<file path="src/rtl/ppp_fe_pkg.sv">
// Shared types, line constants and FCS-16 helpers for the PPP async frame encoder.
// No dependencies; imported by every module of the encoder.
`default_nettype none

package ppp_fe_pkg;

    localparam logic [7:0]  FLAG_BYTE  = 8'h7e;
    localparam logic [7:0]  ESC_BYTE   = 8'h7d;
    localparam logic [7:0]  TRANS_MASK = 8'h20;
    localparam logic [7:0]  ADDR_BYTE  = 8'hff;
    localparam logic [7:0]  CTRL_BYTE  = 8'h03;
    localparam logic [15:0] FCS_INIT   = 16'hffff;
    localparam logic [15:0] FCS_POLY   = 16'h8408;

    localparam int QUEUE_DEPTH_DEF = 4;

    // Bitwise reflected CRC over one byte.
    function automatic logic [15:0] fcs_update(input logic [15:0] fcs, input logic [7:0] data);
        logic [15:0] f;
        f = fcs ^ {8'h00, data};
        for (int i = 0; i < 8; i++)
        begin
            f = f[0] ? ((f >> 1) ^ FCS_POLY) : (f >> 1);
        end
        return f;
    endfunction

    function automatic logic needs_esc(input logic [7:0] data);
        return (data < TRANS_MASK) || (data == FLAG_BYTE) || (data == ESC_BYTE);
    endfunction

    // FCS after address and control, the starting point of every frame's payload.
    localparam logic [15:0] FCS_OPEN = fcs_update(fcs_update(FCS_INIT, ADDR_BYTE), CTRL_BYTE);

    // One classified item handed from front to back.
    typedef struct packed {
        logic        open;   // item opens a new frame
        logic        last;   // item closes the frame
        logic [7:0]  data;
        logic [15:0] fcs;    // complemented FCS, meaningful when last
    } fe_entry_t;

    typedef enum logic [3:0] {
        ST_IDLE,
        ST_OPEN_FLAG,
        ST_ADDR,
        ST_CTRL_ESC,
        ST_CTRL,
        ST_DATA,
        ST_FCS_LO,
        ST_FCS_HI,
        ST_CLOSE
    } bk_state_t;

endpackage

`default_nettype wire

</file>
<file path="src/rtl/ppp_fe_front.sv">
// Front end: accepts payload items, tracks frame state and running FCS-16.
// Depends on ppp_fe_pkg.
`default_nettype none

module ppp_fe_front (
    input  wire                    clk,
    input  wire                    rst_n,
    input  wire                    s_tvalid,
    output logic                   s_tready,
    input  wire [7:0]              s_tdata,   // [7:0] payload_byte
    input  wire                    s_tlast,   // packet_end
    output logic                   wr_valid,
    output ppp_fe_pkg::fe_entry_t  wr_entry,
    input  wire                    wr_ready
);
    import ppp_fe_pkg::*;

    logic        in_frame_reg, in_frame_next;
    logic [15:0] fcs_reg, fcs_next;
    logic [15:0] fcs_base;
    logic [15:0] fcs_new;
    logic        accept;

    assign s_tready = wr_ready;
    assign wr_valid = s_tvalid;
    assign accept   = s_tvalid && wr_ready;

    always_comb
    begin
        fcs_base = in_frame_reg ? fcs_reg : FCS_OPEN;
        fcs_new  = fcs_update(fcs_base, s_tdata);

        wr_entry.open = !in_frame_reg;
        wr_entry.last = s_tlast;
        wr_entry.data = s_tdata;
        wr_entry.fcs  = ~fcs_new;

        in_frame_next = in_frame_reg;
        fcs_next      = fcs_reg;
        if (accept)
        begin
            in_frame_next = !s_tlast;
            fcs_next      = s_tlast ? FCS_INIT : fcs_new;
        end
    end

    always_ff @(posedge clk or negedge rst_n)
    begin
        if (!rst_n)
        begin
            in_frame_reg <= 1'b0;
            fcs_reg      <= FCS_INIT;
        end
        else
        begin
            in_frame_reg <= in_frame_next;
            fcs_reg      <= fcs_next;
        end
    end

endmodule

`default_nettype wire

</file>
<file path="src/rtl/ppp_fe_queue.sv">
// Small register FIFO of classified items between front and back.
// Depends on ppp_fe_pkg.
`default_nettype none

module ppp_fe_queue #(
    parameter int DEPTH = ppp_fe_pkg::QUEUE_DEPTH_DEF
) (
    input  wire                    clk,
    input  wire                    rst_n,
    input  wire                    wr_valid,
    input  ppp_fe_pkg::fe_entry_t  wr_entry,
    output logic                   wr_ready,
    output logic                   rd_valid,
    output ppp_fe_pkg::fe_entry_t  rd_entry,
    input  wire                    rd_pop
);
    import ppp_fe_pkg::*;

    localparam int PTR_W = (DEPTH > 1) ? $clog2(DEPTH) : 1;
    localparam int CNT_W = $clog2(DEPTH + 1);

    fe_entry_t           slot_reg [DEPTH];
    logic [PTR_W-1:0]    wr_ptr_reg, wr_ptr_next;
    logic [PTR_W-1:0]    rd_ptr_reg, rd_ptr_next;
    logic [CNT_W-1:0]    count_reg, count_next;
    logic                do_wr, do_rd;

    assign wr_ready = (count_reg != CNT_W'(DEPTH));
    assign rd_valid = (count_reg != '0);
    assign rd_entry = slot_reg[rd_ptr_reg];
    assign do_wr    = wr_valid && wr_ready;
    assign do_rd    = rd_pop && rd_valid;

    always_comb
    begin
        wr_ptr_next = wr_ptr_reg;
        rd_ptr_next = rd_ptr_reg;
        count_next  = count_reg;
        if (do_wr)
            wr_ptr_next = (wr_ptr_reg == PTR_W'(DEPTH - 1)) ? '0 : wr_ptr_reg + 1'b1;
        if (do_rd)
            rd_ptr_next = (rd_ptr_reg == PTR_W'(DEPTH - 1)) ? '0 : rd_ptr_reg + 1'b1;
        if (do_wr && !do_rd)
            count_next = count_reg + 1'b1;
        else if (do_rd && !do_wr)
            count_next = count_reg - 1'b1;
    end

    always_ff @(posedge clk)
    begin
        if (do_wr)
            slot_reg[wr_ptr_reg] <= wr_entry;
    end

    always_ff @(posedge clk or negedge rst_n)
    begin
        if (!rst_n)
        begin
            wr_ptr_reg <= '0;
            rd_ptr_reg <= '0;
            count_reg  <= '0;
        end
        else
        begin
            wr_ptr_reg <= wr_ptr_next;
            rd_ptr_reg <= rd_ptr_next;
            count_reg  <= count_next;
        end
    end

endmodule

`default_nettype wire

</file>
<file path="src/rtl/ppp_fe_back.sv">
// Back end: sequences opening header, stuffed payload, FCS, closing flag to
// an output register, one byte per cycle unless stalled. Uses ppp_fe_pkg.
`default_nettype none

module ppp_fe_back (
    input  wire                    clk,
    input  wire                    rst_n,
    input  wire                    rd_valid,
    input  ppp_fe_pkg::fe_entry_t  rd_entry,
    output logic                   rd_pop,
    output logic                   m_tvalid,
    input  wire                    m_tready,
    output logic [7:0]             m_tdata,   // [7:0] line_byte
    output logic                   m_tlast,   // run_last
    output logic                   m_tuser    // frame_done
);
    import ppp_fe_pkg::*;

    bk_state_t   st_reg, st_next, st_cur;
    logic        esc_reg, esc_next;
    logic        out_valid_reg, out_valid_next;
    logic [7:0]  out_data_reg, out_data_next;
    logic        out_last_reg, out_last_next;
    logic        out_done_reg, out_done_next;
    logic        advance;
    logic [7:0]  cur_byte;

    assign m_tvalid = out_valid_reg;
    assign m_tdata  = out_data_reg;
    assign m_tlast  = out_last_reg;
    assign m_tuser  = out_done_reg;

    assign advance = rd_valid && (!out_valid_reg || m_tready);

    always_comb
    begin
        // at the head of a new item, start straight away
        if (st_reg == ST_IDLE)
            st_cur = rd_entry.open ? ST_OPEN_FLAG : ST_DATA;
        else
            st_cur = st_reg;

        unique case (st_cur)
            ST_FCS_LO: cur_byte = rd_entry.fcs[7:0];
            ST_FCS_HI: cur_byte = rd_entry.fcs[15:8];
            default:   cur_byte = rd_entry.data;
        endcase

        st_next        = st_reg;
        esc_next       = esc_reg;
        rd_pop         = 1'b0;
        out_data_next  = out_data_reg;
        out_last_next  = out_last_reg;
        out_done_next  = out_done_reg;
        out_valid_next = out_valid_reg;
        if (out_valid_reg && m_tready)
            out_valid_next = 1'b0;

        if (advance)
        begin
            out_valid_next = 1'b1;
            out_last_next  = 1'b0;
            out_done_next  = 1'b0;
            esc_next       = 1'b0;
            unique case (st_cur)
                ST_OPEN_FLAG:
                begin
                    out_data_next = FLAG_BYTE;
                    st_next       = ST_ADDR;
                end
                ST_ADDR:
                begin
                    out_data_next = ADDR_BYTE;
                    st_next       = ST_CTRL_ESC;
                end
                ST_CTRL_ESC:
                begin
                    out_data_next = ESC_BYTE;
                    st_next       = ST_CTRL;
                end
                ST_CTRL:
                begin
                    out_data_next = CTRL_BYTE ^ TRANS_MASK;
                    st_next       = ST_DATA;
                end
                ST_DATA, ST_FCS_LO, ST_FCS_HI:
                begin
                    if (needs_esc(cur_byte) && !esc_reg)
                    begin
                        out_data_next = ESC_BYTE;
                        esc_next      = 1'b1;
                        st_next       = st_cur;
                    end
                    else
                    begin
                        out_data_next = esc_reg ? (cur_byte ^ TRANS_MASK) : cur_byte;
                        if (st_cur == ST_FCS_LO)
                            st_next = ST_FCS_HI;
                        else if (st_cur == ST_FCS_HI)
                            st_next = ST_CLOSE;
                        else if (rd_entry.last)
                            st_next = ST_FCS_LO;
                        else
                        begin
                            out_last_next = 1'b1;
                            rd_pop        = 1'b1;
                            st_next       = ST_IDLE;
                        end
                    end
                end
                ST_CLOSE:
                begin
                    out_data_next = FLAG_BYTE;
                    out_last_next = 1'b1;
                    out_done_next = 1'b1;
                    rd_pop        = 1'b1;
                    st_next       = ST_IDLE;
                end
                default:
                begin
                    out_valid_next = out_valid_reg;
                    st_next        = ST_IDLE;
                end
            endcase
        end
    end

    always_ff @(posedge clk or negedge rst_n)
    begin
        if (!rst_n)
        begin
            st_reg        <= ST_IDLE;
            esc_reg       <= 1'b0;
            out_valid_reg <= 1'b0;
        end
        else
        begin
            st_reg        <= st_next;
            esc_reg       <= esc_next;
            out_valid_reg <= out_valid_next;
        end
    end

    always_ff @(posedge clk)
    begin
        out_data_reg <= out_data_next;
        out_last_reg <= out_last_next;
        out_done_reg <= out_done_next;
    end

endmodule

`default_nettype wire

</file>
<file path="src/rtl/ppp_async_frame_encoder.sv">
// PPP async HDLC-like frame encoder with FCS-16: front classifier, item queue, byte sequencer.
// An accepted item is written into the queue; its first line byte is then registered at the back end's output.
// Throughput: one line byte per cycle from the back sequencer while the output is not stalled; an item yields 1 to 11
// line bytes there (1 for an unstuffed mid-frame byte, 2 if stuffed, up to 11 for a
// one-byte packet). The front accepts one item per cycle while the queue has room.
// Reset (rst_n low, async): no frame open, FCS at FFFF, queue empty, output invalid.
`default_nettype none

module ppp_async_frame_encoder #(
    parameter int QUEUE_DEPTH = ppp_fe_pkg::QUEUE_DEPTH_DEF
) (
    input  wire         clk,
    input  wire         rst_n,
    input  wire         s_tvalid,
    output logic        s_tready,
    input  wire [7:0]   s_tdata,   // [7:0] payload_byte
    input  wire         s_tlast,   // packet_end
    output logic        m_tvalid,
    input  wire         m_tready,
    output logic [7:0]  m_tdata,   // [7:0] line_byte
    output logic        m_tlast,   // run_last
    output logic        m_tuser    // frame_done
);
    import ppp_fe_pkg::*;

    logic       wr_valid, wr_ready;
    fe_entry_t  wr_entry;
    logic       rd_valid, rd_pop;
    fe_entry_t  rd_entry;

    ppp_fe_front u_front (
        .clk      (clk),
        .rst_n    (rst_n),
        .s_tvalid (s_tvalid),
        .s_tready (s_tready),
        .s_tdata  (s_tdata),
        .s_tlast  (s_tlast),
        .wr_valid (wr_valid),
        .wr_entry (wr_entry),
        .wr_ready (wr_ready)
    );

    ppp_fe_queue #(
        .DEPTH (QUEUE_DEPTH)
    ) u_queue (
        .clk      (clk),
        .rst_n    (rst_n),
        .wr_valid (wr_valid),
        .wr_entry (wr_entry),
        .wr_ready (wr_ready),
        .rd_valid (rd_valid),
        .rd_entry (rd_entry),
        .rd_pop   (rd_pop)
    );

    ppp_fe_back u_back (
        .clk      (clk),
        .rst_n    (rst_n),
        .rd_valid (rd_valid),
        .rd_entry (rd_entry),
        .rd_pop   (rd_pop),
        .m_tvalid (m_tvalid),
        .m_tready (m_tready),
        .m_tdata  (m_tdata),
        .m_tlast  (m_tlast),
        .m_tuser  (m_tuser)
    );

endmodule

`default_nettype wire

</file>
<file path="config.mk">
export PLATFORM = sky130hd
export DESIGN_NAME = ppp_async_frame_encoder
export DESIGN_NICKNAME = d
export VERILOG_FILES = /design/src/rtl/ppp_fe_pkg.sv /design/src/rtl/ppp_fe_front.sv /design/src/rtl/ppp_fe_queue.sv /design/src/rtl/ppp_fe_back.sv /design/src/rtl/ppp_async_frame_encoder.sv
export SDC_FILE = /design/constraint.sdc
export NUM_CORES = 1
export LEC_CHECK = 0
export BUFFER_PORTS_ARGS = -buffer_cell sky130_fd_sc_hd__buf_2
export CAP_MARGIN = 20
export CELL_PAD_IN_SITES_DETAIL_PLACEMENT = 0
export CELL_PAD_IN_SITES_GLOBAL_PLACEMENT = 2
export CORE_UTILIZATION = 30
export DETAILED_ROUTE_END_ITERATION = 8
export PLACE_DENSITY = 0.54
export SLEW_MARGIN = 15
export SYNTH_ARGS = -nofsm -noshare
export SYNTH_HDL_FRONTEND = slang
export SYNTH_SLANG_ARGS = --single-unit
</file>
<file path="constraint.sdc">
create_clock -name clk -period 9.8 [get_ports clk]
set_clock_uncertainty 0.15 [all_clocks]
set_input_delay 0.98 -clock clk [delete_from_list [all_inputs] [get_ports clk]]
set_output_delay 0.98 -clock clk [all_outputs]
set_load 0.005 [all_outputs]
</file>
## After elaboration in Yosys (flattened, before gate mapping)

Memory sizes are Yosys's and may differ from the RTL's.
Index checks and enable logic that the tools add are counted.

- Bits in writable memories: 104
- Bits in registers: 40
- Bits of input ports: 13
- Memories: 1
- Logic and storage cells: 107
- Output and inout port bits: 12

Memories:

| name | depth | width | rd ports | clocked after Yosys merged registers in | write ports | RTL line | text |
|---|---|---|---|---|---|---|---|
| u_queue.slot_reg | 4 | 26 | 1 | 0 | 1 | ppp_fe_queue.sv:22 | `fe_entry_t slot_reg [DEPTH];` |

- Equal/unequal tests: 14
- Magnitude comparators: 1
- Bitwise operators: 11
- Mux-type cells: 39
- Reductions and logical operators: 26
- $add $sub $neg: 4

Operators by type and width:

| cell | count |
|---|---|
| two-way mux 16 bit | 10 |
| case mux 8 bit (5 select lines) | 1 |
| inverter 2 -> 3 bit | 8 |
| case mux 4 bit (5 select lines) | 1 |
| == test 4 x 3 -> 1 bit (second input constant) | 4 |
| == test 8 x 7 -> 1 bit (second input constant) | 2 |
| two-way mux 4 bit | 4 |
| inverter 16 bit | 1 |
| case mux 8 bit (2 select lines) | 1 |
| bitwise XOR 16 x 8 -> 16 bit | 1 |
| two-way mux 1 bit | 13 |
| two-way mux 3 bit | 4 |
| == test 4 x 2 -> 1 bit (second input constant) | 2 |
| less-than comparator 8 x 6 -> 1 bit (second input constant) | 1 |
| two-way mux 8 bit | 1 |
| OR reduction 8 bit | 1 |
| logical AND 1 bit | 7 |
| logical NOT 1 bit | 6 |
| two-way mux 6 bit | 1 |
| nonzero test 5 bit | 1 |
| adder 2 x 1 -> 2 bit (second input constant) | 2 |
| == test 2 bit (second input constant) | 2 |
| == test 4 x 1 -> 1 bit (second input constant) | 1 |
| == test 4 bit (second input constant) | 1 |
| 14 further kinds | 19 |

## Depth between registers and ports, before layout

Gate-level depths: netlist (run 1).

- Depth after elaboration: 19
- Mapped depth: 15
- Mapped depth without buffers: 13

## Hierarchy

From an unflattened synthesis (run 1), not the netlist that was laid out.

- Cell total of the unflattened synthesis: 434
- Area total of the unflattened synthesis: 6,681.4 um2

By module, submodules not included:

| module | instances | area each (um2) | cells an instance |
|---|---|---|---|
| ppp_fe_queue | 1 | 4,241.6 | 173 |
| ppp_fe_front | 1 | 1,256.2 | 128 |
| ppp_fe_back | 1 | 1,183.6 | 133 |

## Least setup slack after synthesis (run 1)

Ideal clock, no wire load.

- Kind: register -> register
- From: register u_queue.rd_ptr_reg[0]
- To: register u_queue.count_reg[2]
- Data arrival time: 3,211 ps
- Slack: 6,360 ps
- Stages on the path, launching flop included: 14
- Setup time: 79 ps
- Path through: dfrtp_1 > buf_6 > buf_6 > mux4_2 > o21ai_0 > o21bai_4 > a211oi_2 > o21ai_2 > ha_1 > inv_1 > fa_1 > xor2_1 > nor2_1 > xor2_1

- Word-level cells in the longest chain between the ends: 16
- Elaborated cells on any way between the ends: 27
- Those cells by class: 1 x order compare; 6 x eq/ne; 10 x mux; 9 x reduce/logical; 1 x memory

RTL lines:

| item | RTL line | text |
|---|---|---|
| from (decl) | ppp_fe_queue.sv:24 | `logic [PTR_W-1:0] rd_ptr_reg, rd_ptr_next;` |
| from (signal assigned) | ppp_fe_queue.sv:66 | `rd_ptr_reg <= rd_ptr_next;` |
| memory read (4 x 26 bit) (*) | -- |  |
| two-way mux 3 bit | ppp_fe_back.sv:39 | `st_cur = rd_entry.open ? ST_OPEN_FLAG : ST_DATA;` |
| two-way mux 4 bit | ppp_fe_back.sv:38 | `if (st_reg == ST_IDLE)` |
| == test 4 x 3 -> 1 bit (on tied branches) | -- |  |
| case mux 8 bit (2 select lines) | ppp_fe_back.sv:43 | `unique case (st_cur)` |
| less-than comparator 8 x 6 -> 1 bit or == test 8 x 7 -> 1 bit (tied branches) | ppp_fe_pkg.sv:29 | `return (data < TRANS_MASK) \|\| (data == FLAG_BYTE) \|\| (data == ESC_BYTE);` |
| logical OR 1 bit (2 in a row) | ppp_fe_pkg.sv:29 |  |
| logical AND 1 bit | ppp_fe_back.sv:88 | `if (needs_esc(cur_byte) && !esc_reg)` |
| two-way mux 1 bit | ppp_fe_back.sv:88 |  |
| case mux 1 bit (2 select lines) (*) | ppp_fe_back.sv:65 | `unique case (st_cur)` |
| two-way mux 1 bit (*) | ppp_fe_back.sv:59 | `if (advance)` |
| logical AND 1 bit (*) | ppp_fe_queue.sv:32 | `assign do_rd = rd_pop && rd_valid;` |
| logical NOT 1 bit | ppp_fe_queue.sv:43 | `if (do_wr && !do_rd)` |
| logical AND 1 bit | ppp_fe_queue.sv:43 |  |
| two-way mux 3 bit or nonzero test 2 bit (tied branches) | -- |  |
| to (signal assigned) | ppp_fe_queue.sv:67 | `count_reg <= count_next;` |
| to (decl) | ppp_fe_queue.sv:25 | `logic [CNT_W-1:0] count_reg, count_next;` |

Mark *: on every way between the ends. The rest lies on a longest branch, timed or not.
A chain may end at the register's enable or synchronous reset.

## Worst setup path in the final report (run 1)

- From: register u_back.st_reg[1]
- To: register u_queue.count_reg[2]

- Word-level cells in the longest chain between the ends: 15
- Elaborated cells on any way between the ends: 25
- Those cells by class: 1 x order compare; 6 x eq/ne; 8 x mux; 10 x reduce/logical

RTL lines:

| item | RTL line | text |
|---|---|---|
| from (decl) | ppp_fe_back.sv:19 | `bk_state_t st_reg, st_next, st_cur;` |
| from (signal assigned) | ppp_fe_back.sv:138 | `st_reg <= st_next;` |
| logical NOT 4 bit | ppp_fe_back.sv:38 |  |
| two-way mux 4 bit (*) | ppp_fe_back.sv:38 |  |
| == test 4 x 3 -> 1 bit (on tied branches) | -- |  |
| case mux 8 bit (2 select lines) | ppp_fe_back.sv:43 |  |
| less-than comparator 8 x 6 -> 1 bit or == test 8 x 7 -> 1 bit (tied branches) | ppp_fe_pkg.sv:29 |  |
| logical OR 1 bit (2 in a row) | ppp_fe_pkg.sv:29 |  |
| logical AND 1 bit | ppp_fe_back.sv:88 |  |
| two-way mux 1 bit | ppp_fe_back.sv:88 |  |
| case mux 1 bit (2 select lines) (*) | ppp_fe_back.sv:65 |  |
| two-way mux 1 bit (*) | ppp_fe_back.sv:59 |  |
| logical AND 1 bit (*) | ppp_fe_queue.sv:32 |  |
| logical NOT 1 bit | ppp_fe_queue.sv:43 |  |
| logical AND 1 bit | ppp_fe_queue.sv:43 |  |
| two-way mux 3 bit or nonzero test 2 bit (tied branches) | -- |  |

Marked as above.

==> results.yml, run 1 <==
floorplanning:
  die_y_um: 147
  die_area_mm2: 0.0215
  coreArea_mm2: 0.0204
  ios: 25
  start_util_pct: 30.8
  die_w_um: 147
  placementRows: 52
clocking:
  cts_tree: "yes"
  cts.hold.buffers_added: 0
  cts_setup_buffers: 0
  cts_resized: 0
  worstSkewPairLatency_ns: 0.42
  clock-root-buffer: "clkbuf_16"
  htree_levels: 4
  path_clk_slew_ns: 0.06
  clock_sinks: 144
  cts_buffers: 17
  clock_path_buffers: 2
final_layout:
  drive_gt1_share_pct: 25.1
  fillers: 1939
  mostFrequentLayoutCells: "edfxtp_1, nor2_1, a21oi_1, xnor2_1, nand2_1"
  syn2layout_area_growth_pct: 16.5
  largest_reg_flops: 104
  final_cells: 728
  final_nets: 465
  regArea_mm2: 0.00420
  layout_commonest_cell: "edfxtp_1"
  insertedDiodeCount: 0
  multi_input_area_mm2: 0.00193
setup_path:
  crit_fanout: 15
  crit_path_frequent_cell: "xor2_1"
  crit_chain: "nor4bb_1 -> a22oi_1 -> nand2_1 -> nand4_2 -> o21bai_4 -> a211oi_2 -> o21ai_2 -> ha_1 -> inv_1 -> fa_1 -> xor2_1 -> nor2_1 -> xor2_1"
  end_kind: "flop"
  crit_type: "reg -> reg"
  critPathLaunchType: "flop"
  cp_data_arrival_time_ns: 4.31
  critPathSlowestCell: "nor4bb_1"
  cp_top_family: "simple AND/OR/NAND/NOR gates"
  crit_buf_inv: 1
  crit_required_ns: 10.00
  max_stage_delay_ns: 0.91
timing:
  min_period_ns: 4.11
  setup_ws_ns: 5.69
  fin_crit_sh_pct: 42.0
  clock.fmax_mhz: 243
  slew_headroom_pct: 34.1
  tightest_slew_ns: 0.975
  setup_viol: 0
  final.setup.tns_ns: 0
  report.final.hold_viol_count: 0
  rsz0062_at_grt: "no"
  slew_viol_final: 0
worst_hold_path:
  hp-class: "reg -> reg"
power_and_ir_drop:
  ir_worst_vdd_uv: 120
  power_density_mw_per_mm2: 366
  power_mw: 2.68
  p_leak_nw: 2.54
drt:
  dr.pass1.iters: 4
  drc_errors: 0
  dr.first_iter.drc_count: 182
  wl_per_cell_um: 19.5
  drt.antenna.violating_nets: 0
  vias_per_cell: 4.83
  routed_wl_um: 14200
  vias: 3516
yosys:
  synth_flop_cell: "edfxtp_1"
  synth-seq-cells: 144
  synth-seq-area-share_pct: 66.8
  yosysWarnings: 0
  syn-num-nets: 434
  synth_edf_count: 114
  syn_inst: 414
  synth.area.top_cells: "edfxtp_1, mux4_2, dfstp_2"
  netlist_area_mm2: 0.00627
  synth_top_area_cell: "edfxtp_1"
  synth_cell_types: 56
  yosys.area.top_type_share_pct: 54.6
  synthArstFlopShare_pct: 20.8
  avgSynthCellArea_um2: 15.2
placement:
  pre_cts_ws_ns: 5.37
  io_buffers: 24
  placedCellCount: 695
  finalWeightedCongestion: 0.747
  dp_hpwl_um: 9310
global_routing:
  grt_pass1_wl_um: 22000
  globalRoute.totalOverflow: 0
  antenna_found_initial: 0
  grt_pass1_vias: 3630
  grt_max_degree: 33
  grt_usage_pct: 14.1
flow_run:
  drv_cap: 0
run_status:
  status: "finished, final reports clean"
kinds of logic after synthesis:
group           share of synthesized area [%]
compound gates                           7.48
xor+xnor                                 4.89
fa+ha+maj                                1.52
buf+inv                                  2.33
flops                                    66.8
mux                                      10.1
simple gates                             6.80
power by group:
part | internal (mW) | switching (mW) | total (mW) | leakage, nW
Clock | 0.404 | 0.259 | 0.663 | 0.286
Sequential | 0.958 | 0.116 | 1.07 | 1.38
Combinational | 0.376 | 0.566 | 0.941 | 0.871
Total | 1.74 | 0.941 | 2.68 | 2.54
worst reg2reg max path, delay by kind of cell, from the launching register on:
kind            cells  cell delay, ns
simple gates        4            1.39
fa+ha+maj           2            0.65
flops               1            0.64
buf+inv             1            0.07
compound gates      4            0.83
xor+xnor            2            0.32
metrics by stage:
stage / utilization (%) / hold WS (ns) / instance area (um2)
3_5_place_dp: 32.8 / 0.341 / 6690
3_3_place_gp: 32.8 / 0.332 / 6680
5_1_grt: 35.9 / 0.368 / 7310
4_1_cts: 35.8 / 0.354 / 7290
6_report: 35.9 / 0.352 / 7310
2_1_floorplan: - / 0.314 / 6270
synth_stat cells, types with 6 or more instances:
library cell and number:
a21oi_1 28, clkbuf_1 13, dfrtp_1 14, dfstp_2 16, edfxtp_1 114, ha_1 6, inv_1 13, mux2_2 7
mux4_2 21, nand2_1 25, nand3_1 9, nor2_1 33, o21ai_0 14, xnor2_1 28, xor2_1 7
final timing paths:
path | startpoint | to | slack (ns) | depth (start not counted)
setup / recovery | u_back.st_reg[1] | u_queue.count_reg[2] | 5.69 | 13
hold / removal | u_front.fcs_reg[14] | u_front.fcs_reg[14] | 0.35 | 2
setup reg to reg | u_back.st_reg[1] | u_queue.count_reg[2] | 5.69 | 13
hold reg to reg | u_front.fcs_reg[14] | u_front.fcs_reg[14] | 0.35 | 2
max in group asynchronous | rst_n | u_queue.rd_ptr_reg[0] | 8.39 | 1
min in group asynchronous | rst_n | u_back.esc_reg | 0.51 | 1
cell type report:
cell class	count	area share, %
Sequential cell	144	57.4
Multi-Input combinational cell	237	26.5
Clock buffer	18	5.87
Tap cell	270	4.62
Timing Repair Buffer	31	2.53
Clock inverter	14	2.43
Inverter	14	0.719
per-layer routing:
metal  part of all wire [%]  track usage, %
met1                     48            19.0
met3                    2.8            3.38
met2                     48            22.3
met5                      0               0
met4                    1.1            4.90
No activity file was read; power rests on OpenSTA's default activity.
==> inputs of run 2 (changes only) <==
--- a/config.mk
+++ b/config.mk
@@ -11,7 +11,7 @@
 export CELL_PAD_IN_SITES_GLOBAL_PLACEMENT = 2
 export CORE_UTILIZATION = 30
 export DETAILED_ROUTE_END_ITERATION = 8
-export PLACE_DENSITY = 0.54
+export PLACE_DENSITY = 0.56
 export SLEW_MARGIN = 15
 export SYNTH_ARGS = -nofsm -noshare
 export SYNTH_HDL_FRONTEND = slang
==> constraint.sdc (replaced) <==
create_clock -name clk -period 3.65 [get_ports clk]
set_clock_uncertainty 0.15 [all_clocks]
set_input_delay 0.365 -clock clk [delete_from_list [all_inputs] [get_ports clk]]
set_output_delay 0.365 -clock clk [all_outputs]
set_load 0.005 [all_outputs]
==> run 2 against run 1 <==
Compared with the run above:
- hold slack worse by 0.31 ns
- design area is 4.2% higher
- fmax increased by 18%
- sequential cell count unchanged
- global-route usage grew 0.69 points
- first-iteration DRC count grew 40%
==> results.yml, run 2 (synthesis gave the netlist of run 1 again) <==
setup_path:
  crit_buf_inv: 3
  reg2reg_depth: 14
  crit_type: "reg -> reg"
  end_kind: "flop"
  cp_data_arrival_time_ns: 3.68
  crit_required_ns: 3.84
  critPathLaunchType: "flop"
  critPathSlowestCell: "dfrtp_2"
  cp_num_cells: 14
  crit_fanout: 8
  cp_top_family: "compound AO/OA/AOI/OAI gates"
  crit_chain: "buf_12 -> buf_12 -> mux4_2 -> a22oi_2 -> nand2_2 -> a211oi_4 -> a211oi_4 -> o21ai_2 -> ha_2 -> inv_2 -> fa_2 -> xor2_1 -> nor2_1 -> xor2_1"
  max_stage_delay_ns: 0.51
placement:
  finalWeightedCongestion: 0.757
  dp_hpwl_um: 9850
  io_buffers: 24
  placed_area_mm2: 0.00693
  pre_cts_ws_ns: -0.0862
drt:
  dr.first_iter.drc_count: 255
  wl_met3_um: 521
  top_layer: "met4"
  vias: 3607
  vias_per_cell: 4.74
  wl_per_cell_um: 19.5
  dr.pass1.iters: 4
  drc_errors: 0
  routed_wl_um: 14800
  drt-met1-wl_um: 6890
  drt.antenna.violating_nets: 0
  wl_met2_um: 7250
global_routing:
  grt_usage_pct: 14.8
  grt_pass1_wl_um: 23000
  globalRoute.totalOverflow: 0
  grt_max_degree: 31
  grt_pass1_vias: 3799
  antenna_found_initial: 0
clocking:
  path_clk_slew_ns: 0.06
  htree_levels: 4
  cts_tree: "yes"
  cts_buffers: 17
  clock_path_buffers: 2
  clock-root-buffer: "clkbuf_16"
  worstSkewPairLatency_ns: 0.42
  clock_sinks: 144
floorplanning:
  die_w_um: 147
  coreArea_mm2: 0.0204
  start_util_pct: 30.8
  ios: 25
  die_area_mm2: 0.0215
  placementRows: 52
  die_y_um: 147
worst_hold_path:
  hold_path_depth: 1
  hp-class: "in -> reg"
power_and_ir_drop:
  power_density_mw_per_mm2: 995
  p_leak_nw: 2.71
  ir_worst_vdd_uv: 420
  power_mw: 7.58
timing:
  hold_slack_ns: 0.0429
  min_period_ns: 3.49
  tightest_slew_ns: 0.884
  rsz0062_at_grt: "yes"
  report.final.hold_viol_count: 0
  clock.fmax_mhz: 287
  setup_viol: 0
  final.setup.tns_ns: 0
  slew_viol_final: 0
  setup_ws_ns: 0.164
  fin_crit_sh_pct: 95.5
  slew_headroom_pct: 40.6
final_layout:
  final_area_mm2: 0.00762
  fillers: 1949
  largest_reg_flops: 104
  layout_commonest_cell: "edfxtp_1"
  mostFrequentLayoutCells: "edfxtp_1, buf_4, nor2_1"
  final_nets: 498
  drive_gt1_share_pct: 31.6
  syn2layout_area_growth_pct: 21.5
  insertedDiodeCount: 0
run_status:
  status: "finished, final reports clean"
flow_run:
  drv_cap: 0
-- run 2: cell types whose count changed in the layout (fill, tap and decap cells not counted), moves of 2 or more --
cell | previous run | this run
clkinv_4 | 2 | 4
buf_12 | 1 | 3
buf_4 | 6 | 34
inv_6 | 5 | 1
clkinv_2 | 0 | 2
-- run 2: final cells by class --
| cell class | instances | area [um2] | share of cell area (%) |
|---|---|---|---|
| flip-flops and latches | 144 | 4200 | 55.0 |
| multi-input cells | 237 | 1970 | 25.8 |
| repair buffers | 64 | 472 | 6.19 |
| clock buffers | 19 | 433 | 5.68 |
| well taps | 270 | 338 | 4.43 |
| clock inverters | 13 | 163 | 2.13 |
| inverters | 14 | 52.6 | 0.690 |
-- run 2: where the power goes --
group          total [mW]  internal [mW]  switching [mW]
Sequential           2.84           2.57           0.265
Combinational        2.99           1.33            1.67
Clock                1.75           1.08           0.679
Total                7.58           4.97            2.61
-- run 2: metal layers --
layer | GRT usage (%) | up-vias
li1 | - | 1693
met1 | 19.6 | 1843
met2 | 23.9 | 62
met3 | 3.72 | 9
met4 | 4.48 | 0
met5 | 0 | -
-- run 2: final timing paths --
| kind | to | startpoint | slack [ns] |
|---|---|---|---|
| hold / removal | u_queue.slot_reg[2][23] | s_tdata[7] | 0.04 |
| setup reg to reg | u_queue.count_reg[2] | u_queue.rd_ptr_reg[0] | 0.16 |
| max in group asynchronous | u_queue.rd_ptr_reg[0] | rst_n | 2.28 |
| setup / recovery | u_queue.count_reg[2] | u_queue.rd_ptr_reg[0] | 0.16 |
| min in group asynchronous | u_back.m_tvalid | rst_n | 0.47 |
| hold reg to reg | u_front.fcs_reg[3] | u_front.fcs_reg[3] | 0.35 |
-- run 2: what timing repair did --
item                       4_1_cts  5_1_grt
setup endpoints to repair        2        2
hold buffers                     1        0
pin swaps                        1       13
setup buffers                    2        5
resized for setup                1       12
hold endpoints to repair        14        0
-- run 2: through the flow --
stage | instances | utilization (%)
2_1_floorplan | 414 | -
3_3_place_gp | 722 | 34.0
3_5_place_dp | 722 | 34.0
4_1_cts | 757 | 37.1
5_1_grt | 761 | 37.4
6_report | 761 | 37.4
==> inputs of run 3 (changes only) <==
--- a/config.mk
+++ b/config.mk
@@ -5,13 +5,14 @@
 export SDC_FILE = /design/constraint.sdc
 export NUM_CORES = 1
 export LEC_CHECK = 0
+export ABC_AREA = 1
 export BUFFER_PORTS_ARGS = -buffer_cell sky130_fd_sc_hd__buf_2
 export CAP_MARGIN = 20
 export CELL_PAD_IN_SITES_DETAIL_PLACEMENT = 0
 export CELL_PAD_IN_SITES_GLOBAL_PLACEMENT = 2
 export CORE_UTILIZATION = 30
 export DETAILED_ROUTE_END_ITERATION = 8
-export PLACE_DENSITY = 0.56
+export PLACE_DENSITY = 0.61
 export SLEW_MARGIN = 15
 export SYNTH_ARGS = -nofsm -noshare
 export SYNTH_HDL_FRONTEND = slang
==> run 3 against run 2 <==
Compared with the run above:
- wire length rose by 5.0%
- combinational power fell by 7.0%
- power fell by 3.9%
- clock-buffer cell count decreased by 1
- critical path depth up 7
- design area rose by 0.62%
- synthesized cell count grew 54%
- area after synthesis grew 5.5%
- core utilization is 1.5 points lower
- largest power group unchanged
- largest cell class unchanged
- sequential cell count unchanged
- non-clock buffer count is 25 lower
- via count increased by 20%
==> results.yml, run 3 <==
drt:
  wl_per_cell_um: 16.2
  drt-met1-wl_um: 7240
  vias: 4335
  wl_met2_um: 7520
  dr.first_iter.drc_count: 269
  wl_met3_um: 621
  vias_per_cell: 4.52
  routed_wl_um: 15600
  dr.pass1.iters: 4
  drc_errors: 0
  top_layer: "met4"
  drt.antenna.violating_nets: 0
global_routing:
  grt_usage_pct: 15.2
  grt_pass1_wl_um: 24900
  grt_max_degree: 58
  globalRoute.totalOverflow: 0
  antenna_found_initial: 0
  grt_pass1_vias: 4354
floorplanning:
  die_y_um: 151
  coreArea_mm2: 0.0214
  placementRows: 53
  ios: 25
  start_util_pct: 31.0
  die_w_um: 151
  die_area_mm2: 0.0227
setup_path:
  r2r-end: "u_queue.count_reg[2]"
  cp_top_family: "simple AND/OR/NAND/NOR gates"
  crit_required_ns: 3.84
  cp_data_arrival_time_ns: 3.34
  max_stage_delay_ns: 0.43
  r2r_start: "u_queue.rd_ptr_reg[0]"
  crit_type: "reg -> reg"
  reg2reg_slack_ns: 0.50
  end_kind: "flop"
  crit_fanout: 57
  crit_buf_inv: 2
  crit_chain: "buf_12 -> nor2_1 -> nor2_1 -> o21ai_0 -> o21ai_1 -> nand2_1 -> nand3_1 -> nand2_1 -> nand2_1 -> a21oi_4 -> nand2_4 -> nand3_2 -> nand2_4 -> nand2_4 -> ha_1 -> inv_1 -> fa_1 -> nor2_1 -> nor2_1 -> nand2_1 -> xnor2_1"
  critPathSlowestCell: "dfrtp_1"
  reg2reg_depth: 21
  cp_num_cells: 21
  critPathLaunchType: "flop"
clocking:
  path_clk_slew_ns: 0.06
  worstSkewPairLatency_ns: 0.41
  cts_setup_buffers: 0
  clock_sinks: 144
  clock-root-buffer: "clkbuf_16"
  clock_path_buffers: 2
  htree_levels: 4
  cts_buffers: 17
  cts_tree: "yes"
worst_hold_path:
  hp-class: "in -> reg"
  hold_start: "s_tdata[0]"
  hold_path_depth: 1
  holdPathEnd: "u_queue.slot_reg[3][16]"
timing:
  fin_crit_sh_pct: 86.4
  setup_viol: 0
  min_period_ns: 3.15
  tightest_slew_ns: 0.782
  report.final.hold_viol_count: 0
  clock.fmax_mhz: 317
  slew_viol_final: 0
  final.setup.tns_ns: 0
  slew_headroom_pct: 47.5
  rsz0062_at_grt: "no"
yosys:
  synth_edf_count: 114
  syn_inst: 636
  yosys.area.top_type_share_pct: 51.7
  synthTopCellsByCount: "nand2_1, edfxtp_1, inv_1"
  syn-num-nets: 656
  netlist_area_mm2: 0.00662
  synthArstFlopShare_pct: 20.8
  synth.area.top_cells: "edfxtp_1, nand2_1, dfstp_2"
  synth-seq-area-share_pct: 63.4
  synth-seq-cells: 144
  synth_flop_cell: "edfxtp_1"
  yosysWarnings: 0
  avgSynthCellArea_um2: 10.4
  synth.most_common_cell: "nand2_1"
  synth_cell_types: 42
  synth_top_area_cell: "edfxtp_1"
final_layout:
  mostFrequentLayoutCells: "nand2_1, edfxtp_1, inv_1"
  insertedDiodeCount: 0
  drive_gt1_share_pct: 17.0
  syn2layout_area_growth_pct: 15.9
  layout_commonest_cell: "nand2_1"
  final_area_mm2: 0.00767
  largest_reg_flops: 104
  final_nets: 691
run_status:
  status: "finished, final reports clean"
placement:
  dp_hpwl_um: 10500
  io_buffers: 24
  finalWeightedCongestion: 0.777
  placed_area_mm2: 0.00706
power_and_ir_drop:
  p_leak_nw: 3.11
  power_mw: 7.28
  ir_worst_vdd_uv: 376
  power_density_mw_per_mm2: 950
flow_run:
  drv_cap: 0
-- run 3: changes by cell type in the layout (fill, tap and decap cells not counted), moves of 13 or more --
cell / previous run / this run
nand2_1: 25 / 189
inv_1: 12 / 65
nand3_1: 9 / 58
buf_4: 34 / 12
mux4_2: 22 / 0
a21oi_1: 27 / 6
o21ai_0: 14 / 35
xnor2_1: 27 / 14
-- run 3: power breakdown --
part           switching (mW)  internal (mW)
Clock                   0.665           1.07
Combinational            1.94          0.842
Sequential              0.191           2.58
Total                    2.79           4.49
-- run 3: cells by family (layout without fill, tap and decap cells) --
kind of cell,count (synthesis),in the layout,share of synthesized area (%)
buffers and inverters,97,145,6.73
AND/OR/NAND/NOR,307,307,19.9
adder cells (fa/ha/maj),7,7,1.44
AO/OA/AOI/OAI,56,56,4.84
XOR/XNOR,24,24,3.57
multiplexers,1,1,0.170
flip-flops,144,144,63.4
-- run 3: metal layers --
| layer | GRT usage [%] | vias to the layer above |
|---|---|---|
| li1 | - | 2170 |
| met1 | 19.9 | 2081 |
| met2 | 25.1 | 69 |
| met3 | 3.24 | 15 |
| met4 | 4.80 | 0 |
| met5 | 0 | - |
-- run 3: through the flow --
| step | utilization (%) | instances | setup slack (ns) | hold slack [ns] |
|---|---|---|---|---|
| 2_1_floorplan | - | 636 | 0.865 | -0.0806 |
| 3_3_place_gp | 33.1 | 926 | 0.438 | 0.336 |
| 3_5_place_dp | 33.1 | 926 | 0.380 | 0.343 |
| 4_1_cts | 35.9 | 959 | 0.380 | 0.0331 |
| 5_1_grt | 35.9 | 959 | 0.0719 | 0.0429 |
| 6_report | 35.9 | 959 | 0.496 | 0.0521 |
-- run 3: final cells by class --
cell class | instances | area, um2
clock inverter | 14 | 166
tap | 275 | 344
clock buffer | 18 | 429
fill | 2151 | 13700
inverter | 74 | 285
timing repair buffer | 39 | 260
multi-input combinational | 395 | 1990
sequential | 144 | 4190
-- run 3: how the worst max path moves through the flow --
stage                                     start                    to  slack (ns)
final                     u_queue.rd_ptr_reg[0]  u_queue.count_reg[2]        0.50
after global placement    u_queue.rd_ptr_reg[0]  u_queue.count_reg[1]        0.44
after global routing      u_queue.rd_ptr_reg[0]  u_queue.count_reg[2]        0.07
after detailed placement  u_queue.rd_ptr_reg[0]  u_queue.count_reg[2]        0.38
after floorplan           u_queue.rd_ptr_reg[1]  u_queue.count_reg[1]        0.87
after CTS                 u_queue.rd_ptr_reg[0]  u_queue.count_reg[2]        0.38
-- run 3: repair_timing --
action,4_1_cts,5_1_grt
resized for setup,0,1
endpoints found under the setup margin,0,1
hold buffers,1,0
endpoints found under the hold margin,14,0
-- run 3: worst register-to-register path, stage by stage (launching register included) --
cell     delay (ns)
dfrtp_1        0.43
buf_12         0.22
nor2_1         0.15
nor2_1         0.04
o21ai_0        0.08
o21ai_1        0.15
nand2_1        0.09
nand3_1        0.07
nand2_1        0.12
nand2_1        0.10
a21oi_4        0.19
nand2_4        0.11
nand3_2        0.09
nand2_4        0.07
nand2_4        0.06
ha_1           0.13
inv_1          0.07
fa_1           0.43
nor2_1         0.11
nor2_1         0.04
nand2_1        0.07
xnor2_1        0.12
